**config.mk**
```make
export PLATFORM = sky130hd
export DESIGN_NAME = murmurhash64a_stream_top
export DESIGN_NICKNAME = d
export VERILOG_FILES = /design/src/mh64a_pkg.sv /design/src/murmurhash64a_stream_top.sv
export VERILOG_INCLUDE_DIRS = /design/src /design/src/src
export SDC_FILE = /design/constraint.sdc
export NUM_CORES = 2
export LEC_CHECK = 0
export ABC_CLOCK_PERIOD_IN_PS = 15400
export BUFFER_PORTS_ARGS = -buffer_cell sky130_fd_sc_hd__buf_2
export CORE_MARGIN = 1.5
export CORE_UTILIZATION = 35
export CTS_CLUSTER_SIZE = 28
export DETAILED_ROUTE_END_ITERATION = 16
export GPL_ROUTABILITY_DRIVEN = 0
export PLACE_DENSITY = 0.56
export SETUP_SLACK_MARGIN = 0.3
export SYNTH_ARGS = -nofsm -noshare
export SYNTH_HDL_FRONTEND = slang
export SYNTH_SLANG_ARGS = --single-unit
```
**constraint.sdc**
```tcl
create_clock -name clk_i -period 15.4 [get_ports clk_i]
set_input_delay 3.08 -clock clk_i [delete_from_list [all_inputs] [get_ports clk_i]]
set_output_delay 3.08 -clock clk_i [all_outputs]
set_load 0.01 [all_outputs]
```
**src/murmurhash64a_stream_top_macros.svh**
```systemverilog
// assertion helpers for the hash stream block
`ifndef MURMURHASH64A_STREAM_TOP_MACROS_SVH
`define MURMURHASH64A_STREAM_TOP_MACROS_SVH

// same-cycle implication, sampled on clk_i, off while in reset
`define MH_ASSERT(lbl, ante, cons, msg) \
  lbl: assert property (@(posedge clk_i) disable iff (!rst_ni) (ante) |-> (cons)) \
    else $error(msg);

// next-cycle implication, sampled on clk_i, off while in reset
`define MH_ASSERT_NEXT(lbl, ante, cons, msg) \
  lbl: assert property (@(posedge clk_i) disable iff (!rst_ni) (ante) |=> (cons)) \
    else $error(msg);

`endif

```
**src/mh64a_pkg.sv**
```systemverilog
`timescale 1ns / 1ps

package mh64a_pkg;

  // hash constants
  localparam logic [63:0] MurM      = 64'hc6a4a7935bd1e995;
  localparam int unsigned MurR      = 47;
  localparam logic [63:0] SeedReset = 64'h00000000EE6B27EB;

  // message length counter width
  localparam int unsigned LenW = 16;

  // stream field layout
  localparam int unsigned WordW   = 64;
  localparam int unsigned NbW     = 4;
  localparam int unsigned MlenW   = 16;
  localparam int unsigned InDataW = 88;

  // multiplier step codes, three partial products per 64-bit product
  localparam logic [1:0] StepLoLo = 2'd0;
  localparam logic [1:0] StepLoHi = 2'd1;
  localparam logic [1:0] StepHiLo = 2'd2;

  // sequencer states
  typedef enum logic [6:0] {
    ST_IDLE = 7'b0000001,
    ST_SEED = 7'b0000010,
    ST_DISP = 7'b0000100,
    ST_K1   = 7'b0001000,
    ST_K2   = 7'b0010000,
    ST_ACC  = 7'b0100000,
    ST_FIN  = 7'b1000000
  } mh_state_e;

  // x ^ (x >> r)
  function automatic logic [63:0] xorshift(input logic [63:0] x);
    return x ^ (x >> MurR);
  endfunction

endpackage

```
**src/murmurhash64a_stream_top.sv**
```systemverilog
// sequence: the first word of a message is seeded first in SEED; a full word then runs DISP, K1,
//   K2, ACC, a partial word DISP, ACC, an empty word DISP only, and the last word adds FIN for
//   finalization and then the load of the output register, which also holds off the next transfer
// flow: a new transfer is taken only in IDLE, once the previous word is through; the single
//   32x32 multiplier needs three passes per 64-bit product, three products per block
// reset: asynchronous active low; seed returns to 0xEE6B27EB, no message in progress
`timescale 1ns / 1ps
`include "murmurhash64a_stream_top_macros.svh"

module murmurhash64a_stream_top
  import mh64a_pkg::*;
(
  input  logic         clk_i,
  input  logic         rst_ni,
  // configuration
  input  logic         cfg_we_i,
  input  logic [63:0]  cfg_wdata_i,
  // input stream
  input  logic         s_axis_tvalid,
  output logic         s_axis_tready,
  input  logic [87:0]  s_axis_tdata,   // word[63:0], valid_bytes[67:64], message_len[83:68]
  input  logic         s_axis_tlast,   // last
  // output stream
  output logic         m_axis_tvalid,
  input  logic         m_axis_tready,
  output logic [63:0]  m_axis_tdata,   // hash[63:0]
  output logic         m_axis_tuser    // length_mismatch[0]
);

  mh_state_e st_q, st_d;
  logic [1:0]      step_q, step_d;
  logic [63:0]     seed_q;
  logic            in_msg_q, in_msg_d;
  logic [LenW-1:0] bytes_q, bytes_d;
  logic [LenW-1:0] stated_q, stated_d;
  logic            err_q, err_d;
  logic            flag_q, flag_d;
  logic            done_q, done_d;
  logic [63:0]     acc_q, acc_d;
  logic [63:0]     op_q, op_d;
  logic [63:0]     prod_q, prod_d;
  logic [63:0]     word_q, word_d;
  logic [3:0]      nb_q, nb_d;
  logic            last_q, last_d;
  logic            m_valid_q, m_valid_d;
  logic [63:0]     m_hash_q, m_hash_d;
  logic            m_flag_q, m_flag_d;

  logic            in_xfer;
  logic [63:0]     in_word;
  logic [3:0]      in_nb_raw, in_nb;
  logic [LenW-1:0] in_mlen;
  logic [LenW-1:0] base_bytes;
  logic            base_err;
  logic [LenW:0]   bytes_sum;
  logic [LenW-1:0] bytes_new;
  logic            err_new;
  logic [LenW-1:0] stated_new;
  logic            mul_state;
  logic            mul_done;
  logic [31:0]     mul_a, mul_b;
  logic [63:0]     pp;
  logic [63:0]     mul_sum;
  logic [63:0]     byte_mask;
  logic            out_free;

  // unpack the input transfer
  assign in_word   = s_axis_tdata[63:0];
  assign in_nb_raw = s_axis_tdata[67:64];
  assign in_mlen   = s_axis_tdata[68 +: LenW];
  assign in_nb     = (in_nb_raw > 4'd8) ? 4'd8 : in_nb_raw;

  assign s_axis_tready = (st_q == ST_IDLE) && !done_q;
  assign in_xfer       = s_axis_tvalid && s_axis_tready;
  assign out_free      = !m_valid_q || m_axis_tready;

  // byte count and error tracking for the incoming word
  always_comb begin
    base_bytes = in_msg_q ? bytes_q : '0;
    base_err   = in_msg_q ? err_q : 1'b0;
    stated_new = in_msg_q ? stated_q : in_mlen;
    bytes_sum  = {1'b0, base_bytes} + (LenW + 1)'(in_nb);
    err_new    = base_err;
    if (bytes_sum[LenW]) begin
      bytes_new = '1;
      err_new   = 1'b1;
    end else begin
      bytes_new = bytes_sum[LenW-1:0];
    end
    if (in_nb != 4'd8 && in_nb != 4'd0 && !s_axis_tlast) begin
      err_new = 1'b1;
    end
  end

  // keep mask for a partial word
  always_comb begin
    for (int i = 0; i < 8; i++) begin
      byte_mask[i*8 +: 8] = (4'(i) < nb_q) ? 8'hff : 8'h00;
    end
  end

  // shared 32x32 multiplier, builds the low 64 bits of op_q * M in three steps
  assign mul_state = (st_q == ST_SEED) || (st_q == ST_K1) || (st_q == ST_K2) ||
                     (st_q == ST_ACC) || (st_q == ST_FIN);
  assign mul_done  = mul_state && (step_q == StepHiLo);

  always_comb begin
    case (step_q)
      StepLoLo: begin
        mul_a = op_q[31:0];
        mul_b = MurM[31:0];
      end
      StepLoHi: begin
        mul_a = op_q[31:0];
        mul_b = MurM[63:32];
      end
      default: begin
        mul_a = op_q[63:32];
        mul_b = MurM[31:0];
      end
    endcase
  end

  assign pp = 64'(mul_a) * 64'(mul_b);

  always_comb begin
    if (step_q == StepLoLo) begin
      mul_sum = pp;
    end else begin
      mul_sum = prod_q + {pp[31:0], 32'd0};
    end
  end

  // sequencer
  always_comb begin
    st_d      = st_q;
    step_d    = step_q;
    in_msg_d  = in_msg_q;
    bytes_d   = bytes_q;
    stated_d  = stated_q;
    err_d     = err_q;
    flag_d    = flag_q;
    done_d    = done_q;
    acc_d     = acc_q;
    op_d      = op_q;
    prod_d    = prod_q;
    word_d    = word_q;
    nb_d      = nb_q;
    last_d    = last_q;
    m_valid_d = m_valid_q;
    m_hash_d  = m_hash_q;
    m_flag_d  = m_flag_q;

    if (m_axis_tvalid && m_axis_tready) begin
      m_valid_d = 1'b0;
    end

    if (mul_state) begin
      prod_d = mul_sum;
      step_d = mul_done ? StepLoLo : step_q + 2'd1;
    end

    case (st_q)
      ST_IDLE: begin
        // hand a finished hash to the output register
        if (done_q && out_free) begin
          m_valid_d = 1'b1;
          m_hash_d  = acc_q;
          m_flag_d  = flag_q;
          done_d    = 1'b0;
        end else if (in_xfer) begin
          word_d   = in_word;
          nb_d     = in_nb;
          last_d   = s_axis_tlast;
          bytes_d  = bytes_new;
          err_d    = err_new;
          stated_d = stated_new;
          flag_d   = err_new || (bytes_new != stated_new);
          in_msg_d = !s_axis_tlast;
          if (!in_msg_q) begin
            op_d = 64'(in_mlen);
            st_d = ST_SEED;
          end else begin
            st_d = ST_DISP;
          end
        end
      end
      ST_SEED: begin
        if (mul_done) begin
          acc_d = seed_q ^ mul_sum;
          st_d  = ST_DISP;
        end
      end
      ST_DISP: begin
        if (nb_q == 4'd8) begin
          op_d = word_q;
          st_d = ST_K1;
        end else if (nb_q != 4'd0) begin
          op_d = acc_q ^ (word_q & byte_mask);
          st_d = ST_ACC;
        end else if (last_q) begin
          op_d = xorshift(acc_q);
          st_d = ST_FIN;
        end else begin
          st_d = ST_IDLE;
        end
      end
      ST_K1: begin
        if (mul_done) begin
          op_d = xorshift(mul_sum);
          st_d = ST_K2;
        end
      end
      ST_K2: begin
        if (mul_done) begin
          op_d = acc_q ^ mul_sum;
          st_d = ST_ACC;
        end
      end
      ST_ACC: begin
        if (mul_done) begin
          acc_d = mul_sum;
          if (last_q) begin
            op_d = xorshift(mul_sum);
            st_d = ST_FIN;
          end else begin
            st_d = ST_IDLE;
          end
        end
      end
      ST_FIN: begin
        if (mul_done) begin
          acc_d  = xorshift(mul_sum);
          done_d = 1'b1;
          st_d   = ST_IDLE;
        end
      end
      default: begin
        st_d   = ST_IDLE;
        step_d = StepLoLo;
      end
    endcase
  end

  // control registers
  always_ff @(posedge clk_i or negedge rst_ni) begin
    if (!rst_ni) begin
      st_q      <= ST_IDLE;
      step_q    <= StepLoLo;
      seed_q    <= SeedReset;
      in_msg_q  <= 1'b0;
      bytes_q   <= '0;
      stated_q  <= '0;
      err_q     <= 1'b0;
      done_q    <= 1'b0;
      m_valid_q <= 1'b0;
    end else begin
      st_q      <= st_d;
      step_q    <= step_d;
      in_msg_q  <= in_msg_d;
      bytes_q   <= bytes_d;
      stated_q  <= stated_d;
      err_q     <= err_d;
      done_q    <= done_d;
      m_valid_q <= m_valid_d;
      if (cfg_we_i) begin
        seed_q <= cfg_wdata_i;
      end
    end
  end

  // datapath registers
  always_ff @(posedge clk_i) begin
    flag_q   <= flag_d;
    acc_q    <= acc_d;
    op_q     <= op_d;
    prod_q   <= prod_d;
    word_q   <= word_d;
    nb_q     <= nb_d;
    last_q   <= last_d;
    m_hash_q <= m_hash_d;
    m_flag_q <= m_flag_d;
  end

  assign m_axis_tvalid = m_valid_q;
  assign m_axis_tdata  = m_hash_q;
  assign m_axis_tuser  = m_flag_q;

  // checks
  `MH_ASSERT(a_step_in_mul, step_q != StepLoLo, mul_state, "multiplier step outside a product")
  `MH_ASSERT_NEXT(a_last_ends_msg, in_xfer && s_axis_tlast, !in_msg_q, "message still open after last")
  `MH_ASSERT_NEXT(a_result_loads, st_q == ST_IDLE && done_q && out_free, m_valid_q && !done_q, "finished hash not loaded")

endmodule

```
==> results.md <==
* Crit path max-delay cell type: mux2i_1
* WS Path Type: flop to flop
* Max Fanout on Critical Path at 35
* Crit path time final at between 10,000 and 15,000 ps
* Initial Util at 0.3531
* FFs w/ async S/R, synth at 0.2500
* TritonCTS buffer count at 46
* Htree depth at 2
* Synthesized instance count at about 4,600
* Yosys cell types at 98
* Worst Tran Pin Value at 1134 ps
* Final Hold Fails at 0
* Post-CTS Setup Repair Bufs at 0
* Die span in y at 370.0 um
* DRT Pass-1 Iters at 5
* Total wire length at 152,600 um
* Syn Area/Cell at 10.29 um^2
* Fmax at 87.36 MHz
* CP bufs+invs at 10
* Max_cap viols at 0
* RSZ-0062 raised after global routing: false
* Clock-pin slew on the worst setup and hold paths at 70 ps
* Initial DRC count at about 2,900
* Detailed-route via count at 34,330
* Largest net degree at the start of global routing at 67
* Hold-fix buffers, CTS at 0
* Initial antenna violation count at 1
* Synth Flop Type: edfxtp_1
* Core footprint at 133,500 um^2
* CP top delay family: adder cells
* Most frequent CP cell: inv_1
* Die Span X at 370.0 um
* CP startpoint kind: flop
* # IOs at between 200 and 250
* Vias per inst at 5.264
* CP Capture Type: flop
* Area grow syn2layout at 9.804%
* Worst path max stage delay at 750 ps
* DP HPWL at 125,000 um
* Root Driver: clkbuf_16
* PortBufs at 220
* Slew HR at 0.2420
* Number of synthesized flops with an enable pin at around 330
* Routed WL per cell at 23.40 um
* Layout Nets at 5,918
* Req. time, crit path at between 15,000 and 20,000 ps
* Synth warnings at 0
* Layout cells sized above 1 at 0.1174
* Final Cycle Share at 0.7433
* Post-Syn Area at 47,130 um^2
* Seq/Total Area, Yosys at 0.2668
* Clock skew at roughly 57 ps
* CTS tree: yes
* Vias in the first global route at 34,830
* Post-DRT Antenna Nets at 0
* Total track usage at 0.2229
* Outcome: complete, no violations
* CTS sink cnt at 436
* First-pass GRT wire length at 226,800 um
* Drc violations at 0
* Hold WC Path Type: flop to flop
* Max Slew Vio Count at 0
* Die area at about 140,000 um^2
* Post-CTS sizing at 0
* Final setup TNS at 0 ps
* Clk buf depth at 3
* FF+latch count, synth at 436
* Gr ovfl total at 0
* Worst path arrival time at 11,820 ps
* Site Rows at about 130
* Clk_lat worst skew at 630 ps
* Finish-stage setup viols at 0
-- per-stage QoR --
step | std cells | util | instance area, um^2 | hold WS, ps | worst slack (ps)
floorplan | 4582 | - | 47140 | 400.3 | 1273
global placement | 6434 | 0.3757 | 50150 | 430.0 | 4149
detailed placement | 6434 | 0.3757 | 50150 | 415.8 | 4129
CTS | 6520 | 0.3877 | 51750 | 435.4 | 4061
global route | 6520 | 0.3877 | 51750 | 442.3 | 3561
finish | 6521 | 0.3878 | 51750 | 431.1 | 3953
-- sequential cells by signal, summed over array words and instances, names as in the netlist, 4 cells and up --
name	cells
acc_q	64
prod_q	64
op_q	64
word_q	64
m_axis_tdata	64
stated_q	16
st_q	7
bytes_q	16
seed_q	64
nb_q	4
-- placed cells by master, fill, tap and decap left out, types with 10 or more instances in the layout --
cell / n
nor2b_1: 27
xor2_1: 87
nand2_1: 398
fa_1: 608
o221ai_1: 50
or3_1: 10
nor3_1: 26
edfxtp_1: 327
inv_1: 832
ha_1: 438
buf_4: 39
o21ai_1: 18
o21bai_1: 10
dfrtp_1: 86
o21ai_0: 206
a21o_1: 49
nand2b_1: 26
a32oi_1: 11
nor2_1: 240
a31oi_1: 22
a22oi_1: 35
xnor2_1: 134
nand3_1: 70
clkinv_2: 11
o21a_1: 12
mux2_2: 102
o211ai_1: 30
o2111ai_1: 14
a21oi_1: 189
and2_1: 21
or2_2: 27
mux2i_1: 65
and3_1: 15
dfstp_2: 22
buf_2: 218
clkbuf_16: 49
nand4_1: 26
-- layer usage --
| layer | vias up | wire length, um | part of all wire | track usage |
|---|---|---|---|---|
| met4 | 0 | 6205 | 0.041 | 0.08149 |
| li1 | 15450 | - | - | - |
| met3 | 241 | 10420 | 0.068 | 0.03254 |
| met1 | 17320 | 64110 | 0.42 | 0.2983 |
| met2 | 1319 | 71830 | 0.47 | 0.3660 |
| met5 | - | 0 | 0 | 0 |
-- worst register-to-register path, delay by kind of cell (launching register included) --
family,cells,cell delay [ps]
adders and majority gates,10,4740
and+or+nand+nor,4,630
buffers and inverters,10,1810
DFF,1,430
xor gates and xnor gates,2,690
muxes,2,1330
AOI/OAI and AO/OA,7,1530
-- cell usage after synthesis (all sizes together), types with 12 or more instances --
master / instances / share of area
a21o: 49 / 0.0078
a21oi: 202 / 0.023
a22oi: 35 / 0.0056
a31oi: 23 / 0.0031
and2: 23 / 0.0031
and3: 16 / 0.0021
buf: 38 / 0.0036
clkbuf: 135 / 0.011
dfrtp: 87 / 0.046
dfstp: 22 / 0.012
edfxtp: 327 / 0.21
fa: 608 / 0.26
ha: 438 / 0.12
inv: 832 / 0.066
mux2: 102 / 0.024
mux2i: 67 / 0.015
nand2: 399 / 0.032
nand2b: 26 / 0.0035
nand3: 71 / 0.0075
nand4: 26 / 0.0035
nor2: 244 / 0.019
nor2b: 29 / 0.0040
nor3: 31 / 0.0036
o2111ai: 14 / 0.0026
o211ai: 31 / 0.0050
o21a: 12 / 0.0019
o21ai: 230 / 0.025
o221ai: 51 / 0.0096
or2: 27 / 0.0036
xnor2: 135 / 0.025
xor2: 87 / 0.016
-- cell type report --
type                            instances  area, um^2
Fill cell                           13310       81710
Multi-Input combinational cell       3140       30850
Sequential cell                       436       12580
Inverter                              833        3128
Tap cell                             1768        2212
Timing Repair Buffer                  257        1384
Clock buffer                           61        1331
Clock inverter                         25       270.3
Antenna cell                            1       2.502
-- cell families (layout without fill, tap and decap cells) --
group	Yosys count	after routing	share of synthesized area
AOI/OAI and AO/OA	762	762	0.1077
xor gates and xnor gates	223	223	0.04189
adders and majority gates	1046	1046	0.3745
buffers and inverters	1006	1176	0.08071
DFF	436	436	0.2668
muxes	169	169	0.03913
other	2	6	0.0001594
and+or+nand+nor	935	935	0.08902
-- final timing paths --
path	cells past startpoint	slack, ps	start	to
setup reg to reg	35	3950	step_q[1]$_DFFE_PN0P_	op_q[8]$_DFFE_PP_
hold / removal	0	430	flag_q$_DFFE_PP_	m_axis_tuser$_DFFE_PP_
setup / recovery	35	3950	step_q[1]$_DFFE_PN0P_	op_q[8]$_DFFE_PP_
max in group asynchronous	3	11420	rst_ni	seed_q[34]$_DFFE_PN0P_
min in group asynchronous	1	2400	rst_ni	seed_q[18]$_DFFE_PN0P_
hold reg to reg	0	430	flag_q$_DFFE_PP_	m_axis_tuser$_DFFE_PP_
Power is left out: the tool's default activity adds up to more than one toggle a clock period on the data nets, which glitch-free logic cannot reach.
